File: src/hdl/assert_macros.svh
// Assertion macros shared by the RTL that checks itself.
// No dependencies; expects clk_i and rst_ni in the including scope.
`ifndef ASSERT_MACROS_SVH
`define ASSERT_MACROS_SVH

// Check a property on every rising clock edge outside reset.
`define ASSERT_CLK(lbl, prop) \
  lbl: assert property (@(posedge clk_i) disable iff (!rst_ni) prop) \
    else $error("assertion failed");

// Check that an expression never holds outside reset.
`define ASSERT_NEVER(lbl, expr) \
  `ASSERT_CLK(lbl, !(expr))

`endif

File: src/hdl/sss_pkg.sv
// Package for the segmented stack set: field widths, parameter defaults,
// command, status and sequencer state codes. No dependencies.
package sss_pkg;

  localparam int DEF_NUM_STACKS  = 8;
  localparam int DEF_STACK_DEPTH = 8;
  localparam int DEF_DATA_WIDTH  = 32;

  localparam int CMD_W    = 2;
  localparam int VALUE_W  = 32;
  localparam int INDEX_W  = 3;
  localparam int STATUS_W = 2;
  localparam int COLUMN_W = 3;
  localparam int COUNT_W  = 4;

  typedef enum logic [CMD_W-1:0] {
    CMD_PUSH  = 2'd0,
    CMD_POP   = 2'd1,
    CMD_POPAT = 2'd2,
    CMD_PEEK  = 2'd3
  } cmd_e;

  typedef enum logic [STATUS_W-1:0] {
    ST_OK     = 2'd0,
    ST_FULL   = 2'd1,
    ST_EMPTY  = 2'd2,
    ST_BADIDX = 2'd3
  } status_e;

  typedef enum logic [1:0] {
    S_IDLE,
    S_EXEC,
    S_READ,
    S_SETTLE
  } state_e;

endpackage

File: src/hdl/sss_ram.sv
// Generic single-port-write, single-port-read RAM with registered read.
// No dependencies.
module sss_ram #(
  parameter int WIDTH = 32,
  parameter int DEPTH = 64
) (
  input  logic                                     clk_i,
  input  logic                                     we_i,
  input  logic [(DEPTH > 1 ? $clog2(DEPTH) : 1)-1:0] waddr_i,
  input  logic [WIDTH-1:0]                         wdata_i,
  input  logic [(DEPTH > 1 ? $clog2(DEPTH) : 1)-1:0] raddr_i,
  output logic [WIDTH-1:0]                         rdata_o
);

  logic [WIDTH-1:0] mem_q [DEPTH];
  logic [WIDTH-1:0] rdata_q;

  always_ff @(posedge clk_i) begin
    if (we_i) begin
      mem_q[waddr_i] <= wdata_i;
    end
    rdata_q <= mem_q[raddr_i];
  end

  assign rdata_o = rdata_q;

endmodule

File: src/hdl/segmented_stack_set_core.sv
// Segmented stack set: a stack built from NUM_STACKS sub-stacks of STACK_DEPTH words.
// Push and rejected commands pass the execute and settle states; pop, pop-at and peek
// also pass the read state, and settle steps down past each emptied sub-stack.
// A new command is taken only in the idle state, after the previous result has been
// loaded into the output register when the output is free. Reset clears the counts
// and current sub-stack at once; the value RAM is not cleared. Uses sss_pkg, sss_ram.
`include "assert_macros.svh"

module segmented_stack_set_core #(
  parameter int NUM_STACKS  = sss_pkg::DEF_NUM_STACKS,
  parameter int STACK_DEPTH = sss_pkg::DEF_STACK_DEPTH,
  parameter int DATA_WIDTH  = sss_pkg::DEF_DATA_WIDTH
) (
  input  logic                                clk_i,
  input  logic                                rst_ni,
  input  logic                                in_valid_i,
  output logic                                in_ready_o,
  input  logic [sss_pkg::CMD_W-1:0]           command_i,
  input  logic signed [sss_pkg::VALUE_W-1:0]  value_i,
  input  logic [sss_pkg::INDEX_W-1:0]         stack_index_i,
  output logic                                out_valid_o,
  input  logic                                out_ready_i,
  output logic [sss_pkg::STATUS_W-1:0]        status_o,
  output logic signed [sss_pkg::VALUE_W-1:0]  data_o,
  output logic [sss_pkg::COLUMN_W-1:0]        current_column_o,
  output logic [sss_pkg::COUNT_W-1:0]         column_count_o
);
  import sss_pkg::*;

  localparam int COL_W    = (NUM_STACKS > 1) ? $clog2(NUM_STACKS) : 1;
  localparam int CNT_W    = $clog2(STACK_DEPTH + 1);
  localparam int MEM_D    = NUM_STACKS * STACK_DEPTH;
  localparam int ADDR_W   = (MEM_D > 1) ? $clog2(MEM_D) : 1;
  localparam int CMP_W    = (COL_W > INDEX_W) ? COL_W : INDEX_W;
  localparam logic [COL_W-1:0] LAST_COL = COL_W'(NUM_STACKS - 1);
  localparam logic [CNT_W-1:0] FULL_CNT = CNT_W'(STACK_DEPTH);

  state_e state_q, state_d;

  cmd_e                 cmd_q, cmd_d;
  logic [VALUE_W-1:0]   val_q, val_d;
  logic [INDEX_W-1:0]   idx_q, idx_d;
  status_e              res_status_q, res_status_d;
  logic [VALUE_W-1:0]   res_data_q, res_data_d;

  logic [CNT_W-1:0]     cnt_q [NUM_STACKS];
  logic [COL_W-1:0]     active_q, active_d;

  logic                 out_valid_q, out_valid_d;
  status_e              out_status_q, out_status_d;
  logic [VALUE_W-1:0]   out_data_q, out_data_d;
  logic [COLUMN_W-1:0]  out_col_q, out_col_d;
  logic [COUNT_W-1:0]   out_cnt_q, out_cnt_d;

  logic [COL_W-1:0]     cnt_addr;
  logic [CNT_W-1:0]     cnt_rd;
  logic                 cnt_we;
  logic [COL_W-1:0]     cnt_waddr;
  logic [CNT_W-1:0]     cnt_wdata;

  logic                 ram_we;
  logic [ADDR_W-1:0]    ram_addr;
  logic [COL_W-1:0]     col_sel;
  logic [CNT_W-1:0]     pos_sel;
  logic [DATA_WIDTH-1:0] ram_rdata;

  logic                 in_fire;
  logic                 out_free;
  logic                 is_full;
  logic                 is_empty;
  logic                 idx_ok;
  logic                 push_full;
  logic                 exec_err;
  logic                 exec_read;
  logic                 settle_step;
  logic [COL_W-1:0]     col_next;

  assign in_ready_o = (state_q == S_IDLE);
  assign in_fire    = in_valid_i && in_ready_o;
  assign out_free   = !out_valid_q || out_ready_i;

  assign idx_ok   = CMP_W'(idx_q) <= CMP_W'(active_q);
  assign cnt_addr = (state_q == S_EXEC && cmd_q == CMD_POPAT && idx_ok) ?
                    COL_W'(idx_q) : active_q;
  assign cnt_rd   = cnt_q[cnt_addr];

  assign is_full     = (cnt_rd == FULL_CNT);
  assign is_empty    = (cnt_rd == '0);
  assign push_full   = (active_q == LAST_COL) && is_full;
  assign settle_step = (active_q != '0) && is_empty;
  assign col_next    = is_full ? active_q + COL_W'(1) : active_q;

  always_comb begin
    case (cmd_q)
      CMD_PUSH:  exec_err = push_full;
      CMD_POPAT: exec_err = !idx_ok || is_empty;
      default:   exec_err = is_empty;
    endcase
  end
  assign exec_read = (cmd_q != CMD_PUSH) && !exec_err;

  assign ram_addr = ADDR_W'(col_sel) * ADDR_W'(STACK_DEPTH) + ADDR_W'(pos_sel);

  sss_ram #(
    .WIDTH (DATA_WIDTH),
    .DEPTH (MEM_D)
  ) u_store (
    .clk_i   (clk_i),
    .we_i    (ram_we),
    .waddr_i (ram_addr),
    .wdata_i (DATA_WIDTH'(val_q)),
    .raddr_i (ram_addr),
    .rdata_o (ram_rdata)
  );

  always_comb begin
    state_d = state_q;
    case (state_q)
      S_IDLE: begin
        if (in_fire) state_d = S_EXEC;
      end
      S_EXEC: begin
        state_d = exec_read ? S_READ : S_SETTLE;
      end
      S_READ: begin
        state_d = S_SETTLE;
      end
      S_SETTLE: begin
        if (!settle_step && out_free) state_d = S_IDLE;
      end
      default: state_d = S_IDLE;
    endcase
  end

  always_comb begin
    cmd_d        = cmd_q;
    val_d        = val_q;
    idx_d        = idx_q;
    res_status_d = res_status_q;
    res_data_d   = res_data_q;
    active_d     = active_q;
    out_valid_d  = out_valid_q && !out_ready_i;
    out_status_d = out_status_q;
    out_data_d   = out_data_q;
    out_col_d    = out_col_q;
    out_cnt_d    = out_cnt_q;
    cnt_we       = 1'b0;
    cnt_waddr    = cnt_addr;
    cnt_wdata    = cnt_rd - CNT_W'(1);
    ram_we       = 1'b0;
    col_sel      = cnt_addr;
    pos_sel      = cnt_rd - CNT_W'(1);
    case (state_q)
      S_IDLE: begin
        if (in_fire) begin
          cmd_d        = cmd_e'(command_i);
          val_d        = value_i;
          idx_d        = stack_index_i;
          res_status_d = ST_OK;
          res_data_d   = '0;
        end
      end
      S_EXEC: begin
        case (cmd_q)
          CMD_PUSH: begin
            if (push_full) begin
              res_status_d = ST_FULL;
            end else begin
              col_sel   = col_next;
              pos_sel   = is_full ? '0 : cnt_rd;
              ram_we    = 1'b1;
              cnt_we    = 1'b1;
              cnt_waddr = col_next;
              cnt_wdata = is_full ? CNT_W'(1) : cnt_rd + CNT_W'(1);
              active_d  = col_next;
            end
          end
          CMD_POPAT: begin
            if (exec_err) res_status_d = ST_BADIDX;
            else cnt_we = 1'b1;
          end
          CMD_POP: begin
            if (exec_err) res_status_d = ST_EMPTY;
            else cnt_we = 1'b1;
          end
          default: begin
            if (exec_err) res_status_d = ST_EMPTY;
          end
        endcase
      end
      S_READ: begin
        res_data_d = VALUE_W'($signed(ram_rdata));
      end
      S_SETTLE: begin
        if (settle_step) begin
          active_d = active_q - COL_W'(1);
        end else if (out_free) begin
          out_valid_d  = 1'b1;
          out_status_d = res_status_q;
          out_data_d   = res_data_q;
          out_col_d    = COLUMN_W'(active_q);
          out_cnt_d    = COUNT_W'(cnt_rd);
        end
      end
      default: ;
    endcase
  end

  always_ff @(posedge clk_i or negedge rst_ni) begin
    if (!rst_ni) begin
      state_q     <= S_IDLE;
      active_q    <= '0;
      out_valid_q <= 1'b0;
      for (int i = 0; i < NUM_STACKS; i++) begin
        cnt_q[i] <= '0;
      end
    end else begin
      state_q     <= state_d;
      active_q    <= active_d;
      out_valid_q <= out_valid_d;
      if (cnt_we) begin
        cnt_q[cnt_waddr] <= cnt_wdata;
      end
    end
  end

  always_ff @(posedge clk_i) begin
    cmd_q        <= cmd_d;
    val_q        <= val_d;
    idx_q        <= idx_d;
    res_status_q <= res_status_d;
    res_data_q   <= res_data_d;
    out_status_q <= out_status_d;
    out_data_q   <= out_data_d;
    out_col_q    <= out_col_d;
    out_cnt_q    <= out_cnt_d;
  end

  assign out_valid_o      = out_valid_q;
  assign status_o         = out_status_q;
  assign data_o           = out_data_q;
  assign current_column_o = out_col_q;
  assign column_count_o   = out_cnt_q;

  `ASSERT_CLK(a_busy_after_accept, in_fire |=> !in_ready_o)
  `ASSERT_NEVER(a_count_overflow, cnt_rd > FULL_CNT)
  `ASSERT_CLK(a_error_data_zero, out_valid_o && status_o != ST_OK |-> data_o == '0)
  `ASSERT_CLK(a_settled_column, state_q == S_IDLE && active_q != '0 |-> !is_empty)

endmodule
File: config.mk
export PLATFORM = sky130hd
export DESIGN_NAME = segmented_stack_set_core
export DESIGN_NICKNAME = d
export VERILOG_FILES = /design/src/hdl/sss_pkg.sv /design/src/hdl/sss_ram.sv /design/src/hdl/segmented_stack_set_core.sv
export VERILOG_INCLUDE_DIRS = /design/src /design/src/hdl
export SDC_FILE = /design/constraint.sdc
export NUM_CORES = 2
export LEC_CHECK = 0
export BUFFER_PORTS_ARGS = -buffer_cell sky130_fd_sc_hd__buf_2
export CORE_ASPECT_RATIO = 0.7
export CORE_MARGIN = 2
export CORE_UTILIZATION = 25
export CTS_CLUSTER_SIZE = 25
export DETAILED_ROUTE_END_ITERATION = 12
export PLACE_DENSITY = 0.47
export SLEW_MARGIN = 30
export SYNTH_ARGS = -nofsm -noshare
export SYNTH_HDL_FRONTEND = slang
export SYNTH_SLANG_ARGS = --single-unit
File: constraint.sdc
create_clock -name clk_i -period 11.7 [get_ports clk_i]
set_input_delay 0.585 -clock clk_i [delete_from_list [all_inputs] [get_ports clk_i]]
set_output_delay 0.585 -clock clk_i [all_outputs]
set_load 0.005 [all_outputs]
==> impl_metrics.ini <==
[placed_design]
gp_congestion = 0.977
dpl.hpwl_um = 201000
io_buffers = 83

[timing]
fin_crit_ns = 8.75
hold_violations = 0
setup_viol = 0
rsz0062_at_grt = no
finClkSkew_ns = 0.0874
drv_slew = 0
post-route-period-util_pct = 74.8
slew_headroom_pct = 23.4
setup_tns_ns = 0
worstMarginPinSlew_ns = 1.14
fmax_mhz = 114

[clock_tree]
ctsResizeCount = 0
clk-insertion-delay-late_ns = 0.91
htreeDepth = 4
clk_pin_slew_ns = 0.07
cts_hold_buf = 38
clock_sinks = 2230
cts_setup_buffers = 0
clockBufferDepth = 4
root_buffer = clkbuf_16
cts_tree = built
cts_inserted_buffers = 209

[global_routing]
grt_first_pass_wirelength_um = 427000
antenna_found_initial = 55
grt_overflow = 0
grtUsageTotal_pct = 17.0
grt_max_degree = 140
grt_pass1_vias = 49300

[routing]
vias = 54500
drtIter0Drc = 8814
routedWlPerCell_um = 28.7
via_per_inst = 4.96
drt_wl_total_um = 315000
drt-pass1-iter-count = 6
drc_errors = 0
ant_nets = 0

[synthesis]
yosys.area.top_type = edfxtp_1
async_flop_share_pct = 1.70
synth_top_family_by_area = simple AND/OR/NAND/NOR gates
synth_fa_ha_area_share_pct = 0.271
yosysWarnings = 0
synth.top_cell.area_share_pct = 73.8
synthesis.nets = 6004
synth_simple_gate_area_share_pct = 9.46
synth_ff_type = edfxtp_1
synth_compound_area_share_pct = 7.33
synth_edf_count = 2160
synth_xor_area_share_pct = 0.0684
syn-mean-instance-area_um2 = 14.8
synth_area_leaders = edfxtp_1 (74%), mux2i_1 (4.6%), nand2_1 (4.2%)
ys_seq_area_share_pct = 75.6
synth_area_um2 = 87900
synthMuxAreaShare_pct = 5.17
synth_seq_cells = 2230
ys_types = 93
synthCells = 5944

[setup_path]
setup.worst_path.end_class = flop
crit_arrival_ns = 9.53
path_class = flop to flop
crit_path_start_kind = flop
crit_required_ns = 12.48
path_max_fanout = 16

[floorplan]
dieArea_um2 = 356000
rows = 182
pin_count = 84
fp.dieH_um = 500
coreArea_um2 = 350000
die_w_um = 713
start_util_pct = 25.1

[layout]
area_delta_synth_final_pct = 16.6
regArea_um2 = 66500
layout_common_cells = edfxtp_1 (2160), nand2_1 (983), mux2i_1 (404), nor2_1 (328), a21oi_1 (261)
fill_cells = 34800
layout_commonest_cell = edfxtp_1
nets = 6173
drive_gt1_share_pct = 11.8
multi_input_area_um2 = 20200

[outcome]
status = completed

[hold_path]
min_path_type = primary input to flop

[run]
maxCapViolations = 0
[logic make-up after synthesis]
| kind of cell | count (synthesis) |
|---|---|
| flops | 2230 |
| simple gates | 1929 |
| buf+inv | 383 |
| mux | 446 |
| compound gates | 931 |
| fa+ha+maj | 19 |
| xor+xnor | 6 |
[area by class of cell]
cell class              count  share of cell area [%]
clock buffers             276                    5.54
repair buffers            324                    3.08
well taps                4692                    5.73
inverters                  17                  0.0672
diodes                     23                  0.0562
flip-flops and latches   2230                    64.9
clock inverters            96                   0.900
multi-input cells        3331                    19.7
[per-stage QoR]
| step | area (um2) | cells | utilization [%] | setup WS (ns) | hold slack (ns) |
|---|---|---|---|---|---|
| 6_report | 102000 | 11000 | 29.2 | 2.95 | 0.117 |
| 5_1_grt | 102000 | 11000 | 29.2 | 2.52 | 0.108 |
| 4_1_cts | 102000 | 11000 | 29.2 | 3.17 | 0.0538 |
| 3_5_place_dp | 95200 | 10500 | 27.2 | 3.16 | 0.405 |
| 3_3_place_gp | 94400 | 10500 | 26.9 | 3.07 | 0.412 |
| 2_1_floorplan | 87900 | 5944 | - | 4.77 | 0.289 |
[cell usage after synthesis, types with 7 or more instances]
cell / number
o21ai_1: 19
edfxtp_1: 2160
o21ai_0: 116
nor2b_1: 8
nor2_1: 394
nand3_1: 235
buf_1: 39
buf_4: 31
nand2_1: 987
a32oi_1: 89
nor3_1: 67
mux2_2: 32
dfrtp_1: 38
buf_2: 130
a22oi_1: 117
a22o_1: 21
a221o_1: 8
a31oi_1: 41
a21oi_1: 261
a221oi_1: 37
and2_1: 38
buf_6: 13
a311oi_1: 8
o311ai_0: 14
nand3b_1: 7
o211ai_1: 33
clkbuf_1: 152
ha_1: 19
nand4_1: 34
mux2i_1: 408
o221ai_1: 31
o2111ai_1: 27
or3_1: 86
o22ai_1: 33
inv_1: 14
o311ai_1: 17
and3_1: 42
dfxtp_1: 32
[per-layer routing]
layer  track usage [%]  vias up  share of wire [%]
met2              22.5     2930                 39
met3              6.57      426                 13
li1                  -    23000                  -
met1              25.9    28100                 46
met4              3.43       28                2.2
met5             0.604        -               0.15
[final timing paths]
check                                      endpoint  slack (ns)  cells after the start     startpoint
worst max-delay path            u_store.rdata_o[27]        2.95                     23    active_q[1]
worst min-delay path                    out_valid_o        0.12                      3    out_ready_i
worst max register to register  u_store.rdata_o[27]        2.95                     23    active_q[1]
worst min register to register            data_o[7]        0.42                      0  res_data_q[7]
max in group asynchronous                 cnt_q[30]       11.00                      2         rst_ni
min in group asynchronous               active_q[0]        0.28                      2         rst_ni
[registers in the layout, indices dropped and copies added, names as in the netlist]
name / flops
val_q: 32
u_store.mem_q: 2048
column_count_o: 4
out_valid_o: 1
res_status_q: 2
res_data_q: 32
status_o: 2
cmd_q: 2
u_store.rdata_o: 32
state_q: 2
cnt_q: 32
data_o: 32
idx_q: 3
current_column_o: 3
active_q: 3
[critical path: stages (launching register included)]
cell,delay [ns]
dfrtp_1,0.70
inv_1,0.24
ha_1,0.39
nand3_2,0.19
a21boi_2,0.45
o211ai_2,0.27
o32ai_1,0.33
nand3b_1,0.57
ha_1,0.53
inv_1,0.15
a21oi_4,0.09
a31oi_4,0.60
nor2_1,0.11
a21oi_1,0.64
ha_1,0.27
ha_1,0.31
nor2b_1,0.17
and2_1,0.22
mux2i_4,0.76
nor2_2,0.39
buf_4,0.34
a22oi_1,0.20
o211ai_1,0.25
or3_1,0.45
Power is left out: the tool's default activity adds up to more than one toggle a clock period on the data nets, which glitch-free logic cannot reach.
